--- config.mk ---
export PLATFORM = sky130hd
export DESIGN_NAME = xor_parity_erasure_encoder_core
export DESIGN_NICKNAME = d
export VERILOG_FILES = /design/src/rtl/xpe_pkg.sv /design/src/rtl/xpe_front.sv /design/src/rtl/xpe_queue.sv /design/src/rtl/xpe_back.sv /design/src/rtl/xor_parity_erasure_encoder_core.sv
export SDC_FILE = /design/constraint.sdc
export NUM_CORES = 2
export LEC_CHECK = 0
export ABC_AREA = 1
export BUFFER_PORTS_ARGS = -buffer_cell sky130_fd_sc_hd__buf_4
export CORE_UTILIZATION = 59
export CTS_CLUSTER_DIAMETER = 100
export DETAILED_ROUTE_END_ITERATION = 12
export PLACE_DENSITY = 0.79
export SYNTH_ARGS = -nofsm -noshare
export SYNTH_HDL_FRONTEND = slang
export SYNTH_SLANG_ARGS = --single-unit
export TNS_END_PERCENT = 1
--- constraint.sdc ---
create_clock -name clk -period 13.8 [get_ports clk]
set_input_delay 2.07 -clock clk [delete_from_list [all_inputs] [get_ports clk]]
set_output_delay 2.07 -clock clk [all_outputs]
set_load 0.01 [all_outputs]
--- src/rtl/xpe_pkg.sv ---
// Package for the XOR parity erasure encoder: sizes, register codes and the
// queue entry type shared by the front, queue, back and top level.
// No dependencies.
package xpe_pkg;

  // Stripe and word sizing
  localparam int DATA_MAX   = 32;
  localparam int PARITY_MAX = 6;
  localparam int WORD_BITS  = 64;

  // Fixed port geometry
  localparam int NUM_OUT    = 6;
  localparam int NUM_MASKS  = 6;
  localparam int OUT_BITS   = 64;
  localparam int IDX_BITS   = 5;
  localparam int DC_BITS    = 6;
  localparam int PC_BITS    = 3;
  localparam int MASK_BITS  = 32;
  localparam int CFG_IDX_BITS  = 3;
  localparam int CFG_DATA_BITS = 32;

  // Parity lanes actually built
  localparam int PAR_LANES = (PARITY_MAX < NUM_OUT) ? PARITY_MAX : NUM_OUT;
  localparam int LANE_BITS = (PAR_LANES > 1) ? $clog2(PAR_LANES + 1) : 1;

  // Queue between front and back
  localparam int QUEUE_DEPTH = 4;
  localparam int QPTR_BITS   = $clog2(QUEUE_DEPTH);
  localparam int QCNT_BITS   = $clog2(QUEUE_DEPTH + 1);

  // Configuration register codes
  typedef enum logic [CFG_IDX_BITS-1:0] {
    REG_DATA_COUNT   = 3'd0,
    REG_PARITY_COUNT = 3'd1,
    REG_MASK_0       = 3'd2,
    REG_MASK_1       = 3'd3,
    REG_MASK_2       = 3'd4,
    REG_MASK_3       = 3'd5,
    REG_MASK_4       = 3'd6,
    REG_MASK_5       = 3'd7
  } cfg_reg_t;

  // One classified word on its way to the accumulators
  typedef struct packed {
    logic [WORD_BITS-1:0] word;
    logic [PAR_LANES-1:0] member;  // lanes that XOR this word in
    logic [PAR_LANES-1:0] active;  // lanes below the parity count
    logic                 last;    // closes the stripe position
  } xpe_entry_t;

  // Queue status seen by the front and back
  typedef struct packed {
    logic full;
    logic valid;
  } xpe_qstat_t;

endpackage

--- src/rtl/xpe_front.sv ---
// Front end of the XOR parity encoder: holds the configuration registers,
// accepts input transactions and classifies each word into a queue entry.
// Depends on xpe_pkg.
module xpe_front import xpe_pkg::*; (
  input  logic                     clk,
  input  logic                     rst,
  input  logic                     cfg_wr_en,
  input  logic [CFG_IDX_BITS-1:0]  cfg_index,
  input  logic [CFG_DATA_BITS-1:0] cfg_wr_data,
  input  logic                     in_valid,
  output logic                     in_ready,
  input  logic [IDX_BITS-1:0]      block_index,
  input  logic [63:0]              data_word,
  input  xpe_qstat_t               qstat,
  output logic                     push,
  output xpe_entry_t               push_entry
);

  localparam logic [DC_BITS-1:0] DATA_MAX_C  = DC_BITS'(DATA_MAX);
  localparam logic [PC_BITS-1:0] PAR_LANES_C = PC_BITS'(PAR_LANES);

  logic [DC_BITS-1:0]   data_count;
  logic [PC_BITS-1:0]   parity_count;
  logic [MASK_BITS-1:0] parity_mask [NUM_MASKS];

  logic [DC_BITS-1:0] eff_dc;
  logic [PC_BITS-1:0] eff_pc;
  logic [DC_BITS-1:0] idx_ext;
  logic               in_range;

  // Configuration registers
  always_ff @(posedge clk) begin
    if (rst) begin
      data_count   <= DC_BITS'(1);
      parity_count <= PC_BITS'(1);
      for (int i = 0; i < NUM_MASKS; i++) parity_mask[i] <= '0;
    end else if (cfg_wr_en) begin
      unique case (cfg_index) inside
        REG_DATA_COUNT:   data_count   <= cfg_wr_data[DC_BITS-1:0];
        REG_PARITY_COUNT: parity_count <= cfg_wr_data[PC_BITS-1:0];
        [REG_MASK_0:REG_MASK_5]:
          parity_mask[CFG_IDX_BITS'(cfg_index - REG_MASK_0)] <= cfg_wr_data[MASK_BITS-1:0];
        default: ;
      endcase
    end
  end

  // Effective counts after saturation
  assign eff_dc  = (data_count > DATA_MAX_C) ? DATA_MAX_C : data_count;
  assign eff_pc  = (parity_count > PAR_LANES_C) ? PAR_LANES_C : parity_count;
  assign idx_ext = DC_BITS'(block_index);

  // Words beyond the data count are taken and dropped
  assign in_ready = !qstat.full;
  assign in_range = idx_ext < eff_dc;
  assign push     = in_valid && in_ready && in_range;

  // Classification
  always_comb begin
    push_entry.word = data_word[WORD_BITS-1:0];
    push_entry.last = (idx_ext + DC_BITS'(1)) == eff_dc;
    for (int j = 0; j < PAR_LANES; j++) begin
      push_entry.active[j] = LANE_BITS'(j) < LANE_BITS'(eff_pc);
      push_entry.member[j] = push_entry.active[j] && parity_mask[j][block_index];
    end
  end

endmodule

--- src/rtl/xpe_queue.sv ---
// Short register queue that decouples the classifying front from the
// accumulating back of the XOR parity encoder.
// Depends on xpe_pkg.
module xpe_queue import xpe_pkg::*; (
  input  logic       clk,
  input  logic       rst,
  input  logic       push,
  input  xpe_entry_t push_entry,
  input  logic       pop,
  output xpe_entry_t head,
  output xpe_qstat_t qstat
);

  xpe_entry_t           mem [QUEUE_DEPTH];
  logic [QPTR_BITS-1:0] wr_ptr;
  logic [QPTR_BITS-1:0] rd_ptr;
  logic [QCNT_BITS-1:0] count;

  // Entry storage
  always_ff @(posedge clk) begin
    if (push) mem[wr_ptr] <= push_entry;
  end

  // Pointers and fill count
  always_ff @(posedge clk) begin
    if (rst) begin
      wr_ptr <= '0;
      rd_ptr <= '0;
      count  <= '0;
    end else begin
      if (push) wr_ptr <= QPTR_BITS'(wr_ptr + 1'b1);
      if (pop)  rd_ptr <= QPTR_BITS'(rd_ptr + 1'b1);
      case ({push, pop})
        2'b10:   count <= QCNT_BITS'(count + 1'b1);
        2'b01:   count <= QCNT_BITS'(count - 1'b1);
        default: count <= count;
      endcase
    end
  end

  assign head        = mem[rd_ptr];
  assign qstat.full  = count == QCNT_BITS'(QUEUE_DEPTH);
  assign qstat.valid = count != '0;

  // Checks
  a_count_bound: assert property (@(posedge clk) disable iff (rst)
    count <= QCNT_BITS'(QUEUE_DEPTH))
    else $error("queue count exceeds depth");
  a_empty_ptrs: assert property (@(posedge clk) disable iff (rst)
    (count == '0) |-> (wr_ptr == rd_ptr))
    else $error("queue empty but pointers differ");
  a_push_grows: assert property (@(posedge clk) disable iff (rst)
    (push && !pop) |=> (count == QCNT_BITS'($past(count) + 1'b1)))
    else $error("queue push lost");

endmodule

--- src/rtl/xpe_back.sv ---
// Back end of the XOR parity encoder: parity accumulators and the output
// register that holds a finished result transaction.
// Depends on xpe_pkg.
module xpe_back import xpe_pkg::*; (
  input  logic                clk,
  input  logic                rst,
  input  xpe_entry_t          head,
  input  xpe_qstat_t          qstat,
  output logic                pop,
  output logic                out_valid,
  input  logic                out_ready,
  output logic [OUT_BITS-1:0] parity_word [NUM_OUT]
);

  logic [WORD_BITS-1:0] acc      [PAR_LANES];
  logic [WORD_BITS-1:0] acc_next [PAR_LANES];
  logic [WORD_BITS-1:0] result   [PAR_LANES];

  // A closing entry waits for the output register to free up
  assign pop = qstat.valid && (!head.last || !out_valid || out_ready);

  // Per-lane XOR
  always_comb begin
    for (int j = 0; j < PAR_LANES; j++) begin
      acc_next[j] = acc[j] ^ (head.member[j] ? head.word : '0);
    end
  end

  // Accumulators
  always_ff @(posedge clk) begin
    if (rst) begin
      for (int j = 0; j < PAR_LANES; j++) acc[j] <= '0;
    end else if (pop) begin
      for (int j = 0; j < PAR_LANES; j++) acc[j] <= head.last ? '0 : acc_next[j];
    end
  end

  // Output register
  always_ff @(posedge clk) begin
    if (rst) begin
      out_valid <= 1'b0;
    end else if (pop && head.last) begin
      out_valid <= 1'b1;
    end else if (out_ready) begin
      out_valid <= 1'b0;
    end
  end

  always_ff @(posedge clk) begin
    if (pop && head.last) begin
      for (int j = 0; j < PAR_LANES; j++) begin
        result[j] <= head.active[j] ? acc_next[j] : '0;
      end
    end
  end

  // Lanes beyond the built parity count read zero
  always_comb begin
    for (int j = 0; j < NUM_OUT; j++) parity_word[j] = '0;
    for (int j = 0; j < PAR_LANES; j++) parity_word[j] = OUT_BITS'(result[j]);
  end

  // Checks
  a_clear_after_last: assert property (@(posedge clk) disable iff (rst)
    (pop && head.last) |=> (acc[0] == '0))
    else $error("accumulator not cleared after stripe close");
  a_no_overrun: assert property (@(posedge clk) disable iff (rst)
    (out_valid && !out_ready) |-> !(pop && head.last))
    else $error("result overwritten while held");

endmodule

--- src/rtl/xor_parity_erasure_encoder_core.sv ---
// XOR parity erasure encoder, top level: front, queue and back wired up.
// Depends on xpe_pkg, xpe_front, xpe_queue and xpe_back.
//
// Takes one data word per clock for one word position of a stripe, tagged
// with its data block index; each parity lane whose membership mask has that
// index set XORs the word in. The word with index data_count-1 closes the
// position and produces one output transaction carrying all six parity words
// (lanes at or above parity_count read zero); indexes at or above data_count
// are accepted and dropped. Sustained rate is one word per cycle while in_ready is
// high; a closing word passes through the queue into the output register. A
// four-entry queue sits between input and accumulators, so in_ready only drops
// once it fills behind a result held by out_ready low. Write configuration only when idle.
module xor_parity_erasure_encoder_core import xpe_pkg::*; (
  input  logic                     clk,
  input  logic                     rst,
  input  logic                     cfg_wr_en,
  input  logic [CFG_IDX_BITS-1:0]  cfg_index,
  input  logic [CFG_DATA_BITS-1:0] cfg_wr_data,
  input  logic                     in_valid,
  output logic                     in_ready,
  input  logic [IDX_BITS-1:0]      block_index,
  input  logic [63:0]              data_word,
  output logic                     out_valid,
  input  logic                     out_ready,
  output logic [OUT_BITS-1:0]      parity_word_0,
  output logic [OUT_BITS-1:0]      parity_word_1,
  output logic [OUT_BITS-1:0]      parity_word_2,
  output logic [OUT_BITS-1:0]      parity_word_3,
  output logic [OUT_BITS-1:0]      parity_word_4,
  output logic [OUT_BITS-1:0]      parity_word_5
);

  xpe_qstat_t          qstat;
  xpe_entry_t          push_entry;
  xpe_entry_t          head;
  logic                push;
  logic                pop;
  logic [OUT_BITS-1:0] parity_word [NUM_OUT];

  xpe_front u_front (
    .clk         (clk),
    .rst         (rst),
    .cfg_wr_en   (cfg_wr_en),
    .cfg_index   (cfg_index),
    .cfg_wr_data (cfg_wr_data),
    .in_valid    (in_valid),
    .in_ready    (in_ready),
    .block_index (block_index),
    .data_word   (data_word),
    .qstat       (qstat),
    .push        (push),
    .push_entry  (push_entry)
  );

  xpe_queue u_queue (
    .clk        (clk),
    .rst        (rst),
    .push       (push),
    .push_entry (push_entry),
    .pop        (pop),
    .head       (head),
    .qstat      (qstat)
  );

  xpe_back u_back (
    .clk         (clk),
    .rst         (rst),
    .head        (head),
    .qstat       (qstat),
    .pop         (pop),
    .out_valid   (out_valid),
    .out_ready   (out_ready),
    .parity_word (parity_word)
  );

  assign parity_word_0 = parity_word[0];
  assign parity_word_1 = parity_word[1];
  assign parity_word_2 = parity_word[2];
  assign parity_word_3 = parity_word[3];
  assign parity_word_4 = parity_word[4];
  assign parity_word_5 = parity_word[5];

endmodule

# After elaboration in Yosys (flattened, before gate mapping)
# Memory sizes are Yosys's and may differ from the RTL's. A register that Yosys moved wholly into a read port is not among the register bits.
# Index checks and enable logic that the tools add are counted.
op_classes:
  addsub: 6
  order_cmp: 12
  eq_ne: 5
  muxes: 59
  bitwise: 12
  n_reduce_logical: 23
op_table:
  columns: ["operator", "n"]
  rows:
  - ["64-bit two-way mux", 24]
  - ["64-bit bitwise XOR", 6]
  - ["32-bit two-way mux", 1]
  - ["32-bit OR reduction", 1]
  - ["1-bit binary-select mux with 5-bit select", 6]
  - ["1-bit two-way mux", 22]
  - ["1-bit logical AND", 11]
  - ["5-bit by 1-bit adder with 6-bit output (second input constant)", 1]
  - ["6-bit equality test", 1]
  - ["6-bit greater-than comparator (second input constant)", 1]
  - ["1-bit by 3-bit less-than comparator with 1-bit output (first input constant)", 2]
  - ["2-bit by 3-bit less-than comparator with 1-bit output (first input constant)", 2]
  - ["3-bit less-than comparator (first input constant)", 2]
  - ["5-bit by 6-bit less-than comparator with 1-bit output", 1]
  - ["5-bit by 6-bit less-than comparator with 1-bit output (second input constant)", 1]
  - ["3-bit two-way mux", 2]
  - ["6-bit two-way mux", 1]
  - ["1-bit bitwise OR", 6]
  - ["3-bit one-hot mux with 2 select lines", 1]
  - ["2-bit by 1-bit adder with 2-bit output (second input constant)", 2]
  - ["2-bit two-way mux", 2]
  - ["2-bit AND reduction", 2]
  - ["2-bit nonzero test", 2]
  - ["3-bit by 1-bit adder with 3-bit output (second input constant)", 1]
  - ["13 further kinds", 16]
totals:
  regBits: 17
  ram_bits: 1268
  in_bits: 109
  out_inout_bits: 386
  word_cells: 127
  n_memories: 4
memory_table:
  columns: ["memory", "depth", "width", "rd", "rd_clocked_by_memory_dff", "wr", "line_no", "rtl"]
  rows:
  - ["u_back.acc", 6, 64, 6, 0, 6, "xpe_back.sv:15", "logic [WORD_BITS-1:0] acc [PAR_LANES];"]
  - ["u_back.result", 6, 64, 6, 0, 6, "xpe_back.sv:17", "logic [WORD_BITS-1:0] result [PAR_LANES];"]
  - ["u_queue.mem", 4, 77, 1, 1, 1, "xpe_queue.sv:14", "xpe_entry_t mem [QUEUE_DEPTH];"]
  - ["u_front.parity_mask", 6, 32, 6, 0, 6, "xpe_front.sv:24", "logic [MASK_BITS-1:0] parity_mask [NUM_MASKS];"]

# Longest topological paths before layout
depth:
  ltp_word: 8
  mapped_depth: 16
  mapped_depth_nobuf: 16

# Modules after synthesis
# From an unflattened synthesis, not the netlist that was laid out.
hier_totals:
  cells_unflattened: 5217
  area_unflattened_um2: 56494.2
modules_own_cells:
  columns: ["module", "n_inst", "cells_per_inst", "area_each_um2", "seq_area_each_um2"]
  rows:
  - ["xpe_back", 1, 3319, 34479.3, 23082.1]
  - ["xpe_queue", 1, 802, 11856.4, 9429.0]
  - ["xpe_front", 1, 1096, 10158.5, 5945.7]

# Worst setup path before layout
# Ideal clock, no wire load.
synth_path:
  path_type: "input to register"
  from: "input port rst"
  to: "memory u_back.acc[0][0] (enable)"
  setup_ns: 2.810
  arrival_time_ns: 8.916
  t_required_ns: 10.990
  path_slack_ns: 2.074
  cell_stages: 4
  n_path_buf: 2
  path_cell_list: "inv_1 clkbuf_1 clkbuf_1 nand2_1"
synth_lines:
  columns: ["element", "line_no", "rtl"]
  rows:
  - ["from (decl)", "xor_parity_erasure_encoder_core.sv:15", "input logic rst,"]
  - ["to (decl)", "xpe_back.sv:15", null]

# Worst setup path after layout
layout_path:
  from: "input port block_index[0]"
  to: "memory u_queue.mem[3][32] (netlist name) (enable)"
layout_between:
  elab_chain_len: 4
layout_lines:
  columns: ["element", "line_no", "rtl"]
  rows:
  - ["from (decl)", "xor_parity_erasure_encoder_core.sv:21", "input logic [IDX_BITS-1:0] block_index,"]
  - ["5-bit by 6-bit less-than comparator with 1-bit output", "xpe_front.sv:55", "assign in_range = idx_ext < eff_dc;"]
  - ["1-bit logical AND", "xpe_front.sv:56", "assign push = in_valid && in_ready && in_range;"]
  - ["1-bit two-way mux", "xpe_queue.sv:21", "if (push) mem[wr_ptr] <= push_entry;"]
  - ["1-bit two-way mux (not written as such)", "xpe_queue.sv:21", null]
  - ["to (decl)", "xpe_queue.sv:14", null]
# Every way passes these cells.

==> run metrics <==
maximum vdd drop 0.000184 V; RePlAce Congestion 0.889; Met3 Routed Length 12.1 mm; drt total wl 135 mm; start point of the critical path block_index[0]; starting density of the core 0.599; Filler Cell Count 6056; largest net degree at the start of global routing 208; final slew viol count 0; Synth Net Count 4568; Chip Height 302 um; Final Cycle Share 0.393; die area 91300 sq um; Rows 109; H-Tree Depth 4; Seq cells post-synth 1287; CTS tree done; antenna viol nets, final 0; drt initial violations 3597; Fin. Hold Viols 0; via/cell ratio 5.62; share of flip-flops with an asynchronous set or reset 0; CTS clock-pin slew for the worst setup and hold paths 0.06 ns; total core area 88800 sq um; vias in the first global route 33600; EDFF count, synth 1268; Via Count 34600; hold_buf cts 0; placed cell count 5914; area occupied by multi-input gates 13300 sq um; DRT met1 WL 51.5 mm; met2 wire len 65.1 mm; setup violators final 0; clk sinks 1287; layout cell share with drive strength beyond 1 0.146; Setup crit start kind primary input; TritonCTS Buffers 131; status finished, final reports clean; Top Layer Used met5; Least-Margin Pin Slew 1.32 ns; crit path DAT 5.75 ns; remaining global-route overflow 0; Sequential Area 38500 sq um; unrepaired setup endpoints after global routing no; design area 61700 sq um; peak fanout along the critical path 54; mapped cell area 53200 sq um; Total GRT Usage 0.292; max-cap violations 0; min Tclk post-route 5.42 ns; flop-to-flop setup slack 8.87 ns; HPWL Detailed 81.0 mm; 1st-pass router iterations 6; Die X 302 um; Max Fclk 184 MHz; CP endpoint kind register; io pins 495; Max clock buf depth 3; total negative slack 0 ns; kind of critical path in2reg; root buffer cell clkbuf_16; worst skew pair latency 0.72 ns; Synth Warn # 0; Mapped Cells 4445; DP Area 57700 sq um; port bufs 494; first-pass GRT wire length 199 mm; DRC Markers 0; non-filler cells in the finished layout 6160; Critical Path RT 14.12 ns; clock skew after layout 0.0315 ns; DR WL/cell 21.9 um; Leakage 0.0240 uW; total power 15300 uW; register area share after synthesis 0.723; Post-CTS Resized 0; synth-to-layout area growth 16.1%; Main synth FF type edfxtp_1; HP Class reg2reg; Yosys cell types 30; Post-CTS Setup Inserts 0; nets@finish 5006; dpl ws 7.64 ns; Worst Slack Setup Final 8.38 ns; hold path start u_front.data_count[3]$_SDFFE_PP0P_; power per cell area 248 nW/um^2; initial antenna violation count 24; post-synthesis area per instance 12.0 sq um; Max-slew headroom 0.115
==> path summary, 6_finish.rpt <==
path | endpoint | cells past startpoint
worst max-delay path | u_queue.mem[3][32]$_DFFE_PP_ | 8
worst min-delay path | u_front.data_count[3]$_SDFFE_PP0P_ | 2
worst max register to register | u_back.acc[2][36]$_SDFFCE_PP0P_ | 10
worst min register to register | u_front.data_count[3]$_SDFFE_PP0P_ | 2
==> report_power, final <==
part / leakage, uW / switching, uW / internal [uW] / total [uW]
clock network: 0.00196 / 1420 / 1940 / 3360
logic: 0.00933 / 3780 / 1680 / 5460
registers: 0.0127 / 474 / 6020 / 6490
==> flip-flops by register name, indices dropped and copies added, names as in the netlist, named ones only <==
signal and count:
u_back.acc 384, u_back.result 384, u_front.data_count 6, u_queue.rd_ptr 2, u_back.out_valid 1, u_queue.count 3
u_front.parity_count 3, u_queue.wr_ptr 2, u_queue.mem 308, u_front.parity_mask 192
==> area by class of cell <==
cell class	count	area share
sequential	1287	0.623
multi-input combinational	2818	0.215
timing repair buffer	530	0.0652
clock buffer	170	0.0577
tap	1165	0.0236
clock inverter	58	0.00725
inverter	115	0.00719
antenna	17	0.000689
==> metal layers <==
layer | global-route usage | vias up
met4 | 0.139 | 14
met3 | 0.0614 | 361
li1 | - | 15700
met1 | 0.386 | 16700
met2 | 0.465 | 1810
met5 | 0 | -
==> kinds of logic (layout without fill, tap and decap cells) <==
family | Yosys count | count (layout) | share of synthesized area
AND/OR/NAND/NOR | 2214 | 2214 | 0.160
flip-flops | 1287 | 1287 | 0.723
XOR/XNOR | 389 | 389 | 0.0641
buffers and inverters | 340 | 873 | 0.0290
AO/OA/AOI/OAI | 201 | 201 | 0.0206
adder cells (fa/ha/maj) | 14 | 14 | 0.00343
other | 0 | 17 | 0
==> cell usage after synthesis, types with 10 or more instances <==
master	number	area, sq um
clkbuf_1	50	188
nand2_1	1020	3830
dfxtp_1	19	380
ha_1	13	163
buf_2	145	726
inv_1	110	413
nand3_1	127	636
buf_1	13	48.8
nor2_1	1059	3980
a21oi_1	38	190
buf_4	10	75.1
o21ai_1	70	350
o21ai_0	80	400
edfxtp_1	1268	38100
xor2_1	388	3400
==> cell usage in the layout, fill, tap and decap left out, types with 2 or more instances in the layout <==
| cell type | netlist | final |
|---|---|---|
| buf_12 | 0 | 2 |
| inv_2 | 4 | 3 |
| nor2_1 | 1059 | 1055 |
| a21oi_1 | 38 | 38 |
| inv_1 | 110 | 108 |
| ha_1 | 13 | 13 |
| o21ai_1 | 70 | 70 |
| a32o_4 | 0 | 6 |
| nor2_4 | 0 | 4 |
| diode_2 | 0 | 17 |
| dfxtp_1 | 19 | 17 |
| edfxtp_1 | 1268 | 1268 |
| or2_2 | 2 | 2 |
| clkbuf_1 | 50 | 32 |
| nand4_1 | 2 | 2 |
| o21ai_0 | 80 | 80 |
| clkinv_2 | 0 | 20 |
| nand3_1 | 127 | 127 |
| o21ai_4 | 5 | 5 |
| clkbuf_16 | 0 | 137 |
| inv_6 | 0 | 4 |
| nand2_1 | 1020 | 1019 |
| xor2_1 | 388 | 388 |
| bufinv_16 | 0 | 7 |
| clkinv_1 | 0 | 28 |
| buf_4 | 10 | 527 |
| nand3b_1 | 2 | 2 |
==> metrics by stage <==
step | util | hold slack [ns]
after floorplan | - | 0.445
after global placement | 0.649 | 0.465
after detailed placement | 0.649 | 0.480
after CTS | 0.695 | 0.488
after global routing | 0.695 | 0.502
final | 0.695 | 0.488
==> worst max-delay path, stage by stage <==
cell and delay, ns:
buf_4 0.21, inv_2 0.71, ha_1 0.29, nor2_1 0.05
o21ai_0 0.15, nand3_1 0.45, nor2_4 0.99, buf_4 0.75
Power figures use the tool's default switching activity.
